## src/sv/dirt_pkg.sv

```systemverilog
// Package for the dense identifier renaming table.
// Holds the item structs, table entry layout and shared constants.
// No dependencies.
package dirt_pkg;

  localparam int ID_W      = 10;
  localparam int LIM_W     = 11;
  localparam int EPOCH_W   = 6;
  localparam int CFG_IDX_W = 1;

  localparam logic [ID_W-1:0]    ID_MAX    = '1;
  localparam logic [LIM_W-1:0]   LIM_MAX   = '1;
  localparam logic [EPOCH_W-1:0] EPOCH_MAX = '1;

  // Configuration register indexes
  localparam logic [CFG_IDX_W-1:0] CFG_FIRST_TEMP = 1'b0;
  localparam logic [CFG_IDX_W-1:0] CFG_OLD_LIMIT  = 1'b1;

  // Request codes
  localparam logic REQ_OPERAND = 1'b0;
  localparam logic REQ_FINISH  = 1'b1;

  // Result queue geometry
  localparam int FIFO_DEPTH = 4;
  localparam int FIFO_AW    = 2;
  localparam int FIFO_CW    = 3;

  typedef struct packed {
    logic            req_type;
    logic            is_variable;
    logic [ID_W-1:0] var_id;
  } in_item_t;

  typedef struct packed {
    logic [ID_W-1:0]  id_out;
    logic             id_changed;
    logic             newly_assigned;
    logic [LIM_W-1:0] new_var_limit;
    logic [LIM_W-1:0] var_gain;
  } out_item_t;

  // One table word: the epoch it was written in and the dense identifier
  typedef struct packed {
    logic [EPOCH_W-1:0] epoch;
    logic [ID_W-1:0]    mapped;
  } tbl_entry_t;

  localparam int TBL_W = $bits(tbl_entry_t);

endpackage

```

## src/sv/dirt_rsp_fifo.sv

```systemverilog
// Small result queue between the lookup stage and the output channel.
// Depends on dirt_pkg for the result item type and queue geometry.
module dirt_rsp_fifo (
  input  logic                        clk,
  input  logic                        rst_n,
  input  logic                        push,
  input  dirt_pkg::out_item_t         push_data,
  output logic                        out_valid,
  input  logic                        out_ready,
  output dirt_pkg::out_item_t         out_data,
  output logic [dirt_pkg::FIFO_CW-1:0] count
);
  import dirt_pkg::*;

  out_item_t            mem_r [FIFO_DEPTH];
  logic [FIFO_AW-1:0]   wr_ptr_r, wr_ptr_nxt;
  logic [FIFO_AW-1:0]   rd_ptr_r, rd_ptr_nxt;
  logic [FIFO_CW-1:0]   cnt_r, cnt_nxt;
  logic                 pop;

  assign pop       = out_valid && out_ready;
  assign out_valid = (cnt_r != '0);
  assign out_data  = mem_r[rd_ptr_r];
  assign count     = cnt_r;

  // Advance pointers and count
  always_comb begin
    wr_ptr_nxt = push ? wr_ptr_r + 1'b1 : wr_ptr_r;
    rd_ptr_nxt = pop ? rd_ptr_r + 1'b1 : rd_ptr_r;
    cnt_nxt    = cnt_r;
    if (push && !pop) begin
      cnt_nxt = cnt_r + 1'b1;
    end else if (pop && !push) begin
      cnt_nxt = cnt_r - 1'b1;
    end
  end

  always_ff @(posedge clk) begin
    if (!rst_n) begin
      wr_ptr_r <= '0;
      rd_ptr_r <= '0;
      cnt_r    <= '0;
    end else begin
      wr_ptr_r <= wr_ptr_nxt;
      rd_ptr_r <= rd_ptr_nxt;
      cnt_r    <= cnt_nxt;
    end
  end

  // Store the pushed item
  always_ff @(posedge clk) begin
    if (push) begin
      mem_r[wr_ptr_r] <= push_data;
    end
  end

endmodule

```

## config.mk

```make
export PLATFORM = sky130hd
export DESIGN_NAME = dirt_rsp_fifo
export DESIGN_NICKNAME = d
export VERILOG_FILES = /design/src/sv/dirt_pkg.sv /design/src/sv/dirt_rsp_fifo.sv
export SDC_FILE = /design/constraint.sdc
export NUM_CORES = 1
export LEC_CHECK = 0
export ABC_AREA = 0
export BUFFER_PORTS_ARGS = -buffer_cell sky130_fd_sc_hd__buf_2
export CAP_MARGIN = 15
export CORE_ASPECT_RATIO = 1.4
export CORE_MARGIN = 4
export CORE_UTILIZATION = 26
export DETAILED_ROUTE_END_ITERATION = 8
export GPL_TIMING_DRIVEN = 1
export HOLD_SLACK_MARGIN = 0.03
export PLACE_DENSITY_LB_ADDON = 0.08
export SYNTH_ARGS = -nofsm -noshare
export SYNTH_HDL_FRONTEND = slang
export SYNTH_SLANG_ARGS = --single-unit
```

## constraint.sdc

```tcl
create_clock -name clk -period 2.2 [get_ports clk]
set_input_delay 0.44 -clock clk [delete_from_list [all_inputs] [get_ports clk]]
set_output_delay 0.44 -clock clk [all_outputs]
set_load 0.1 [all_outputs]
```

==> results of run 1 <==
cells in the mapped netlist (all sizes together):
library cell	number	area share, %
a21boi	1	0.14
and2	9	1.0
buf	7	1.6
clkbuf	1	0.069
dfxtp	9	3.3
edfxtp	136	75
fa	1	0.37
ha	5	1.2
inv	3	0.21
mux2i	2	0.37
mux4	34	14
nor2b	2	0.23
o21ai	1	0.092
o311ai	1	0.30
o31ai	1	0.39
or3	2	0.23
xnor2	3	0.48
xor2	2	0.32
routing by layer:
| metal | global-route usage, % | wire, µm |
|---|---|---|
| met5 | 0 | 11 |
| met4 | 4.42 | 165 |
| met3 | 3.40 | 566 |
| met2 | 16.5 | 5760 |
| met1 | 11.5 | 4440 |
metrics by stage:
step / hold WS, ns / instances / TNS [ns]
CTS: 0.210 / 586 / -0.635
global placement: 0.527 / 554 / 0
floorplan: 0.528 / 220 / 0
detailed placement: 0.534 / 554 / 0
finish: 0.237 / 586 / -0.0906
global route: 0.215 / 586 / -1.29
kinds of logic after synthesis:
kind of cell | share of synthesized area [%]
AND/OR/NAND/NOR | 1.50
adder cells (fa/ha/maj) | 1.52
buffers and inverters | 1.87
XOR/XNOR | 0.808
flip-flops | 78.6
multiplexers | 14.8
AO/OA/AOI/OAI | 0.923
power groups by stage:
| stage | logic, mW | clock network [mW] | registers (mW) |
|---|---|---|---|
| 6_report | 4.02 | 2.88 | 3.31 |
| 5_1_grt | 4.18 | 3.08 | 3.33 |
| 4_1_cts | 4.09 | 2.97 | 3.32 |
| 3_5_place_dp | 3.63 | 0 | 3.35 |
| 3_3_place_gp | 3.64 | 0 | 3.35 |
| 2_1_floorplan | 2.98 | 0 | 3.46 |
state kept, by name, summed over array words and instances, names as in the netlist, named ones only:
register  count
count         3
mem_r       136
rd_ptr_r      2
wr_ptr_r      2
timing repair:
item,4_1_cts,5_1_grt
cloned,1,0
resized for setup,73,1
setup endpoints to repair,34,34
endpoints found under the hold margin,0,0
final cells by class:
class | count | area, µm²
clock buffers | 18 | 429
clock inverters | 13 | 161
fillers | 1913 | 13500
inverters | 3 | 11.3
multi-input cells | 64 | 1060
flip-flops and latches | 145 | 4270
well taps | 256 | 320
repair buffers | 87 | 772
worst reg2reg max path, cell delays in order, from the launching register on:
cell and delay, ns:
dfxtp_2 0.36, o31ai_4 0.28, ha_1 0.22, inv_1 0.06, fa_1 0.38, xor2_1 0.18, or3_1 0.29, a21boi_0 0.16
final timing paths:
check | startpoint | endpoint | depth (start not counted)
max | flop | out_data[31] | 3
max reg2reg | count[1] | count[2] | 7
min reg2reg | count[2] | count[2] | 2
min | push_data[12] | mem_r[0][12] | 1
==> out/qor.txt, run 1 <==
outcome: finished, violations left
failing checks: setup timing
via density per instance: 4.27
commonest non-fill, non-tap cell in the layout: edfxtp_1
Worst-path clk slew: 0.06 ns
die height: 179 µm
setup bufs post-CTS: 0
CTS tree: yes
pre-CTS WS: 0.214 ns
commonest non-fill, non-tap cells in the layout: edfxtp_1 (136), buf_2 (41), mux4_2 (31), buf_6 (31), clkbuf_16 (17)
Worst-Margin Slew: 0.492 ns
layout cells sized above 1: 47.9%
routed via count: 2502
PwrDens: 1450 mW/mm²
delay-heaviest family, CP: multiplexers
Initial Util: 26.4%
WS Path Type: reg2out
Mapped Nets: 264
Setup-failing EPs final: 3
Core Area: 0.0206 mm²
Pleak: 2.38 nW
Critical Path, Cell by Cell: buf_12 -> mux4_1 -> buf_6
drt first pass iters: 4
CP max stage cell: mux4_1
CP Buf/Inv Count: 2
Max Cap Viol: 0
Routability Congestion: 0.618
unrepaired setup endpoints after global routing: yes
Crit path required time: 1.76 ns
Reg2Reg Setup Slack: 0.21 ns
switch share: 39.3%
final-report max-slew violation count: 0
Startpoint Class: flop
Root Buffer: clkbuf_16
mapped cell area: 0.00542 mm²
Nets: 362
1st-iter DRT viols: 115
DRC viols: 0
Synth Register Bits: 145
TritonCTS Buffers: 17
first-pass GRT wire length: 16.3 mm
Crit. End Element: output pin
final worst slack: -0.0358 ns
row cnt: 62
Post-Syn Instances: 220
Max H-tree Level: 4
worst vdd ir: 0.825 mV
Post-CTS Hold Fix Bufs: 0
DRT Wirelength: 10.9 mm
# diodes: 0
CP max FO: 12
min Tclk post-route: 2.24 ns
relative slew slack: 67.4%
routed wire length per instance: 18.7 µm
CTS sink count: 145
vias in the first global route: 2806
Yosys cell types: 21
clk_skew: 0.00604 ns
fmax: 447 MHz
hpwl dp: 6.68 mm
clock network fraction of total power: 28.2%
part of the power in registers: 32.4%
Logic pwr share: 39.4%
Worst path max stage delay: 0.59 ns
Hold Violations, Final: 0
Synth warnings: 0
worst min path class: in2reg
Final Total Pwr: 10.2 mW
Skew-Pair Late Insertion Delay: 0.41 ns
Detail Route Antenna Nets: 0
Max Root-Sink Buffers: 2
Design Area, Final: 0.00703 mm²
die area: 0.0233 mm²
initial antenna violation count: 1
IO Pins: 76
CP arrival: 1.80 ns
pin count of the biggest net entering global routing: 28
final core utilization: 34.2%
NetSw: 4.02 mW
die width: 130 µm
Global Route Usage Sum: 9.92%
total gr overflow: 0
Placed Area: 0.00619 mm²
post-synthesis to final-layout area growth: 29.6%
Port Buffer Count: 75
cell-internal power: 6.19 mW
fin crit share: 102%
Avg Inst Size Synth: 24.7 µm²
register area share after synthesis: 78.6%
(Power assumes the default switching activity.)
==> run 2, diff against run 1 <==
--- a/config.mk
+++ b/config.mk
@@ -6,6 +6,7 @@
 export NUM_CORES = 1
 export LEC_CHECK = 0
 export ABC_AREA = 0
+export ABC_CLOCK_PERIOD_IN_PS = 2200
 export BUFFER_PORTS_ARGS = -buffer_cell sky130_fd_sc_hd__buf_2
 export CAP_MARGIN = 15
 export CORE_ASPECT_RATIO = 1.4
@@ -14,7 +15,6 @@
 export DETAILED_ROUTE_END_ITERATION = 8
 export GPL_TIMING_DRIVEN = 1
 export HOLD_SLACK_MARGIN = 0.03
-export PLACE_DENSITY_LB_ADDON = 0.08
 export SYNTH_ARGS = -nofsm -noshare
 export SYNTH_HDL_FRONTEND = slang
 export SYNTH_SLANG_ARGS = --single-unit
==> run 2 against run 1 <==
  * The run still ends with setup timing left
  * Largest cell class unchanged
  * Final cell count is 0.51% higher
  * Register-to-register slack worse by 0.03 ns
  * Highest routed layer unchanged
  * Clock skew increased by 0.0050 ns
  * Routed wire length down 2.1%
==> out/qor.txt, run 2 (synthesis gave the netlist of run 1 again) <==
max reg flops: 136 (unchanged)
final worst slack: -0.0679 ns (-0.0322 ns)
CP arrival: 1.83 ns (+0.03 ns)
IO Pins: 76 (unchanged)
1st-iter DRT viols: 121 (+5.2%)
TritonCTS Buffers: 17 (unchanged)
Detail Route Antenna Nets: 0 (unchanged)
Skew-Pair Late Insertion Delay: 0.41 ns (about the same)
relative slew slack: 67.7% (+0.25 points)
Nets: 364 (+0.55%)
Max Root-Sink Buffers: 2 (unchanged)
commonest non-fill, non-tap cells in the layout: edfxtp_1 (136), buf_2 (41), mux4_2 (33)
final-report max-slew violation count: 0 (unchanged)
first-pass GRT wire length: 16.5 mm (+1.4%)
worst vdd ir: 1.14 mV (+38%)
Hold Violations, Final: 0 (unchanged)
clk_skew: 0.0110 ns (+0.00497 ns)
drt first pass iters: 4 (unchanged)
fin crit share: 103% (+1.5 points)
Post-CTS Hold Fix Bufs: 0 (unchanged)
initial antenna violation count: 1 (unchanged)
worst min path class: in2reg
setup TNS: -0.633 ns (-0.542 ns)
layout cells sized above 1: 49.2% (+1.4 points)
outcome: finished, violations left
fmax: 441 MHz (-1.4%)
row cnt: 62 (unchanged)
die height: 179 µm (unchanged)
via density per instance: 4.30 (+0.60%)
commonest non-fill, non-tap cell in the layout: edfxtp_1
r2r worst-path depth: 7 (unchanged)
CTS sink count: 145 (unchanged)
Core Area: 0.0206 mm² (unchanged)
Worst-Margin Slew: 0.488 ns (-0.00384 ns)
Largest Register: mem_r
Setup-failing EPs final: 16 (+13)
HP Start: push_data[29]
routed wire length per instance: 18.2 µm (-2.6%)
Root Buffer: clkbuf_16
hpwl dp: 6.58 mm (-1.5%)
PwrDens: 1450 mW/mm² (about the same)
Startpoint Class: flop
Port Buffer Count: 75 (unchanged)
Hold Crit Endpoint: mem_r[0][29]
Crit path required time: 1.76 ns (about the same)
DRT Wirelength: 10.7 mm (-2.1%)
Max Cap Viol: 0 (unchanged)
die width: 130 µm (unchanged)
routed via count: 2530 (+1.1%)
Pleak: 2.39 nW (+0.43%)
vias in the first global route: 2858 (+1.9%)
Max H-tree Level: 4 (unchanged)
Final Total Pwr: 10.3 mW (+0.44%)
min Tclk post-route: 2.27 ns (+0.0322 ns)
total gr overflow: 0 (unchanged)
failing checks: setup timing
Routability Congestion: 0.623 (+0.73%)
Initial Util: 26.4% (unchanged)
pin count of the biggest net entering global routing: 35 (+25%)
CP max FO: 7 (-5)
reg2reg start: count[1]
Global Route Usage Sum: 9.82% (-0.10 points)
Worst-path clk slew: 0.06 ns (about the same)
WHS Path Cells: 1 (unchanged)
CTS tree: yes
WS Path Type: reg2out
pre-CTS WS: 0.192 ns (-0.0223 ns)
Crit. End Element: output pin
die area: 0.0233 mm² (unchanged)
# diodes: 0 (unchanged)
FF-to-FF End: count[2]
fill count: 1935 (+1.2%)
DRC viols: 0 (unchanged)
Reg2Reg Setup Slack: 0.18 ns (-0.03 ns)
post-synthesis to final-layout area growth: 30.2%
unrepaired setup endpoints after global routing: yes
==> run 2: cell count changes in the layout (fill, tap and decap cells not counted), sizes merged <==
cell	change
bufinv	-1
clkbuf	+1
clkinvlp	+1
inv	+2
==> run 2: per-layer routing <==
layer / part of all wire [%] / vias up / track usage, %
met5: 0.065 / - / 0
met4: 1.5 / 2 / 3.77
met2: 53 / 59 / 16.5
met1: 41 / 1331 / 11.4
met3: 4.9 / 13 / 3.49
li1: - / 1125 / -
==> run 2: worst max path at each step <==
stage / endpoint / slack, ns / cells after the start
after floorplan: count[2] / 0.06 / 7
after global placement: count[2] / 0.24 / 8
after detailed placement: count[2] / 0.19 / 7
after CTS: out_data[33] / -0.11 / 3
after global routing: out_data[26] / -0.12 / 4
final: out_data[2] / -0.07 / 4
==> run 2: power by group <==
part           leakage, nW  total (mW)  switching (mW)  internal [mW]
Combinational        0.792        4.15            2.83           1.32
Sequential            1.33        3.30           0.102           3.20
Clock                0.274        2.80            1.13           1.68
Total                 2.39        10.3            4.05           6.20
==> run 2: critical path, stage by stage, from the launching register on <==
cell and delay, ns:
dfxtp_4 0.39, buf_12 0.14, clkbuf_16 0.16, mux4_2 0.52
buf_6 0.20
==> run 2: final cells by class <==
cell class              count  area [µm²]  share of cell area (%)
repair buffers             89         823                    11.7
clock buffers              17         425                    6.02
flip-flops and latches    145        4270                    60.5
clock inverters            15         156                    2.21
inverters                   3        11.3                   0.159
well taps                 256         320                    4.54
multi-input cells          64        1050                    14.9
==> run 2: repair_timing <==
item                                    4_1_cts  5_1_grt
gates resized for setup                      74        2
endpoints found under the setup margin       34       33
setup buffers                                 0        1
cloned                                        1        2
==> run 2: metrics by stage <==
stage                     cells  hold WS (ns)  util [%]  cell area, µm²
after floorplan             220         0.528         -            5430
after global placement      553         0.509      30.0            6170
after detailed placement    553         0.552      30.0            6170
after CTS                   586         0.220      34.0            7000
after global routing        589         0.212      34.4            7060
final                       589         0.239      34.4            7060
==> run 3, diff against run 2 <==
--- a/config.mk
+++ b/config.mk
@@ -11,10 +11,11 @@
 export CAP_MARGIN = 15
 export CORE_ASPECT_RATIO = 1.4
 export CORE_MARGIN = 4
-export CORE_UTILIZATION = 26
+export CORE_UTILIZATION = 56
 export DETAILED_ROUTE_END_ITERATION = 8
 export GPL_TIMING_DRIVEN = 1
 export HOLD_SLACK_MARGIN = 0.03
+export PLACE_DENSITY = 0.78
 export SYNTH_ARGS = -nofsm -noshare
 export SYNTH_HDL_FRONTEND = slang
 export SYNTH_SLANG_ARGS = --single-unit
==> run 3 against run 2 <==
  * The run now ends clean
  * Largest power group unchanged
  * Die area down 51%
  * Register-to-register slack about the same
  * Utilization up 38 points
==> out/qor.txt, run 3 (synthesis gave the netlist of run 1 again) <==
PwrDens: 1450 mW/mm² (-0.41%)
min Tclk post-route: 2.19 ns (-0.0759 ns)
worst vdd ir: 1.09 mV (-4.5%)
Crit path required time: 1.76 ns (about the same)
initial antenna violation count: 0 (-1)
clk_skew: 0.00957 ns (-0.00144 ns)
max reg flops: 136 (unchanged)
Worst-Margin Slew: 0.489 ns (+0.00103 ns)
Max Root-Sink Buffers: 2 (unchanged)
setup bufs post-CTS: 0 (unchanged)
1st-iter DRT viols: 157 (+30%)
via density per instance: 5.52 (+28%)
pre-CTS WS: 0.160 ns (-0.0313 ns)
Worst-path clk slew: 0.05 ns (about the same)
die area: 0.0113 mm² (-51%)
post-synthesis to final-layout area growth: 26.6%
relative slew slack: 67.6% (-0.068 points)
layout cells sized above 1: 47.9% (-1.4 points)
first-pass GRT wire length: 14.4 mm (-12%)
# diodes: 0 (unchanged)
Routability Congestion: 0.706 (+13%)
Setup-failing EPs final: 0 (-16)
fin crit share: 99.6% (-3.4 points)
TritonCTS Buffers: 17 (unchanged)
Initial Util: 57.3% (+31 points)
vias in the first global route: 2726 (-4.6%)
DRT Wirelength: 9.07 mm (-15%)
outcome: finished clean
Pleak: 2.38 nW (-0.58%)
CP max FO: 9 (+2)
Final Total Pwr: 9.93 mW (-3.2%)
Crit. End Element: output pin
Startpoint Class: flop
cell count after placement: 409 (-26%)
drt first pass iters: 4 (unchanged)
DRC viols: 0 (unchanged)
commonest non-fill, non-tap cell in the layout: edfxtp_1
unrepaired setup endpoints after global routing: yes
reg2reg start: count[1]
routed via count: 2439 (-3.6%)
HP Start: push_data[33]
CP arrival: 1.75 ns (-0.08 ns)
Core Area: 0.00946 mm² (-54%)
Global Route Usage Sum: 17.5% (+7.7 points)
hold_ws: 0.244 ns (+0.00520 ns)
final cell count without fillers: 442 (-25%)
final worst slack: 0.00791 ns (+0.0759 ns)
WS Path Type: reg2out
worst min path class: in2reg
hpwl dp: 5.74 mm (-13%)
pin count of the biggest net entering global routing: 23 (-34%)
FF-to-FF End: count[2]
Max H-tree Level: 4 (unchanged)
die height: 124 µm (-30%)
Max Cap Viol: 0 (unchanged)
Placed Area: 0.00618 mm² (+0.24%)
final-report max-slew violation count: 0 (unchanged)
Skew-Pair Late Insertion Delay: 0.41 ns (about the same)
CTS tree: yes
Reg2Reg Setup Slack: 0.18 ns (about the same)
WHS Path Cells: 1 (unchanged)
r2r worst-path depth: 7 (unchanged)
row cnt: 42 (-32%)
Largest Register: mem_r
CTS sink count: 145 (unchanged)
fmax: 456 MHz (+3.5%)
Hold Violations, Final: 0 (unchanged)
Design Area, Final: 0.00687 mm² (-2.8%)
Hold Crit Endpoint: mem_r[3][33]
total gr overflow: 0 (unchanged)
Nets: 363 (-0.27%)
Root Buffer: clkbuf_16
Detail Route Antenna Nets: 0 (unchanged)
Port Buffer Count: 75 (unchanged)
IO Pins: 76 (unchanged)
commonest non-fill, non-tap cells in the layout: edfxtp_1 (136), buf_2 (41), mux4_2 (34)
die width: 91.2 µm (-30%)
routed wire length per instance: 20.5 µm (+13%)
==> run 3: worst max-delay path, cell delays in order (launching register included) <==
cell	delay, ns
dfxtp_4	0.41
buf_12	0.16
mux4_2	0.57
buf_12	0.20
==> run 3: report_power, final <==
group,internal (mW),switching (mW),leakage (nW)
logic,1.42,2.78,0.814
clock network,1.42,0.979,0.238
registers,3.21,0.129,1.33
total,6.04,3.89,2.38
==> run 3: worst max-delay path by stage <==
stage,start,to,cells past startpoint
2_1_floorplan,count[1],count[2],7
3_3_place_gp,out_ready,count[2],8
3_5_place_dp,out_ready,count[2],8
4_1_cts,flop,out_data[31],3
5_1_grt,flop,out_data[1],3
6_report,flop,out_data[13],3
==> run 3: stage by stage <==
step	setup TNS, ns	utilization, %
finish	0	72.6
global route	-0.416	72.6
global placement	0	65.3
floorplan	0	-
CTS	-0.112	71.8
detailed placement	0	65.3
==> run 3: routing by layer <==
metal | global-route usage, % | wire, µm
met2 | 29.9 | 5140
met1 | 19.6 | 3380
met5 | 0 | 0
met4 | 8.70 | 146
met3 | 5.50 | 404
==> run 3: repair_timing <==
action / 4_1_cts / 5_1_grt
hold buffers: 0 / 0
resized for setup: 38 / 18
endpoints found under the setup margin: 22 / 27
cloned: 0 / 1
==> run 3: area by class of cell <==
class / count / area, µm²
clock buffer: 20 / 437
clock inverter: 12 / 70.1
fill: 551 / 2590
inverter: 3 / 11.3
multi-input combinational: 64 / 1050
sequential: 145 / 4280
tap: 110 / 138
timing repair buffer: 88 / 887
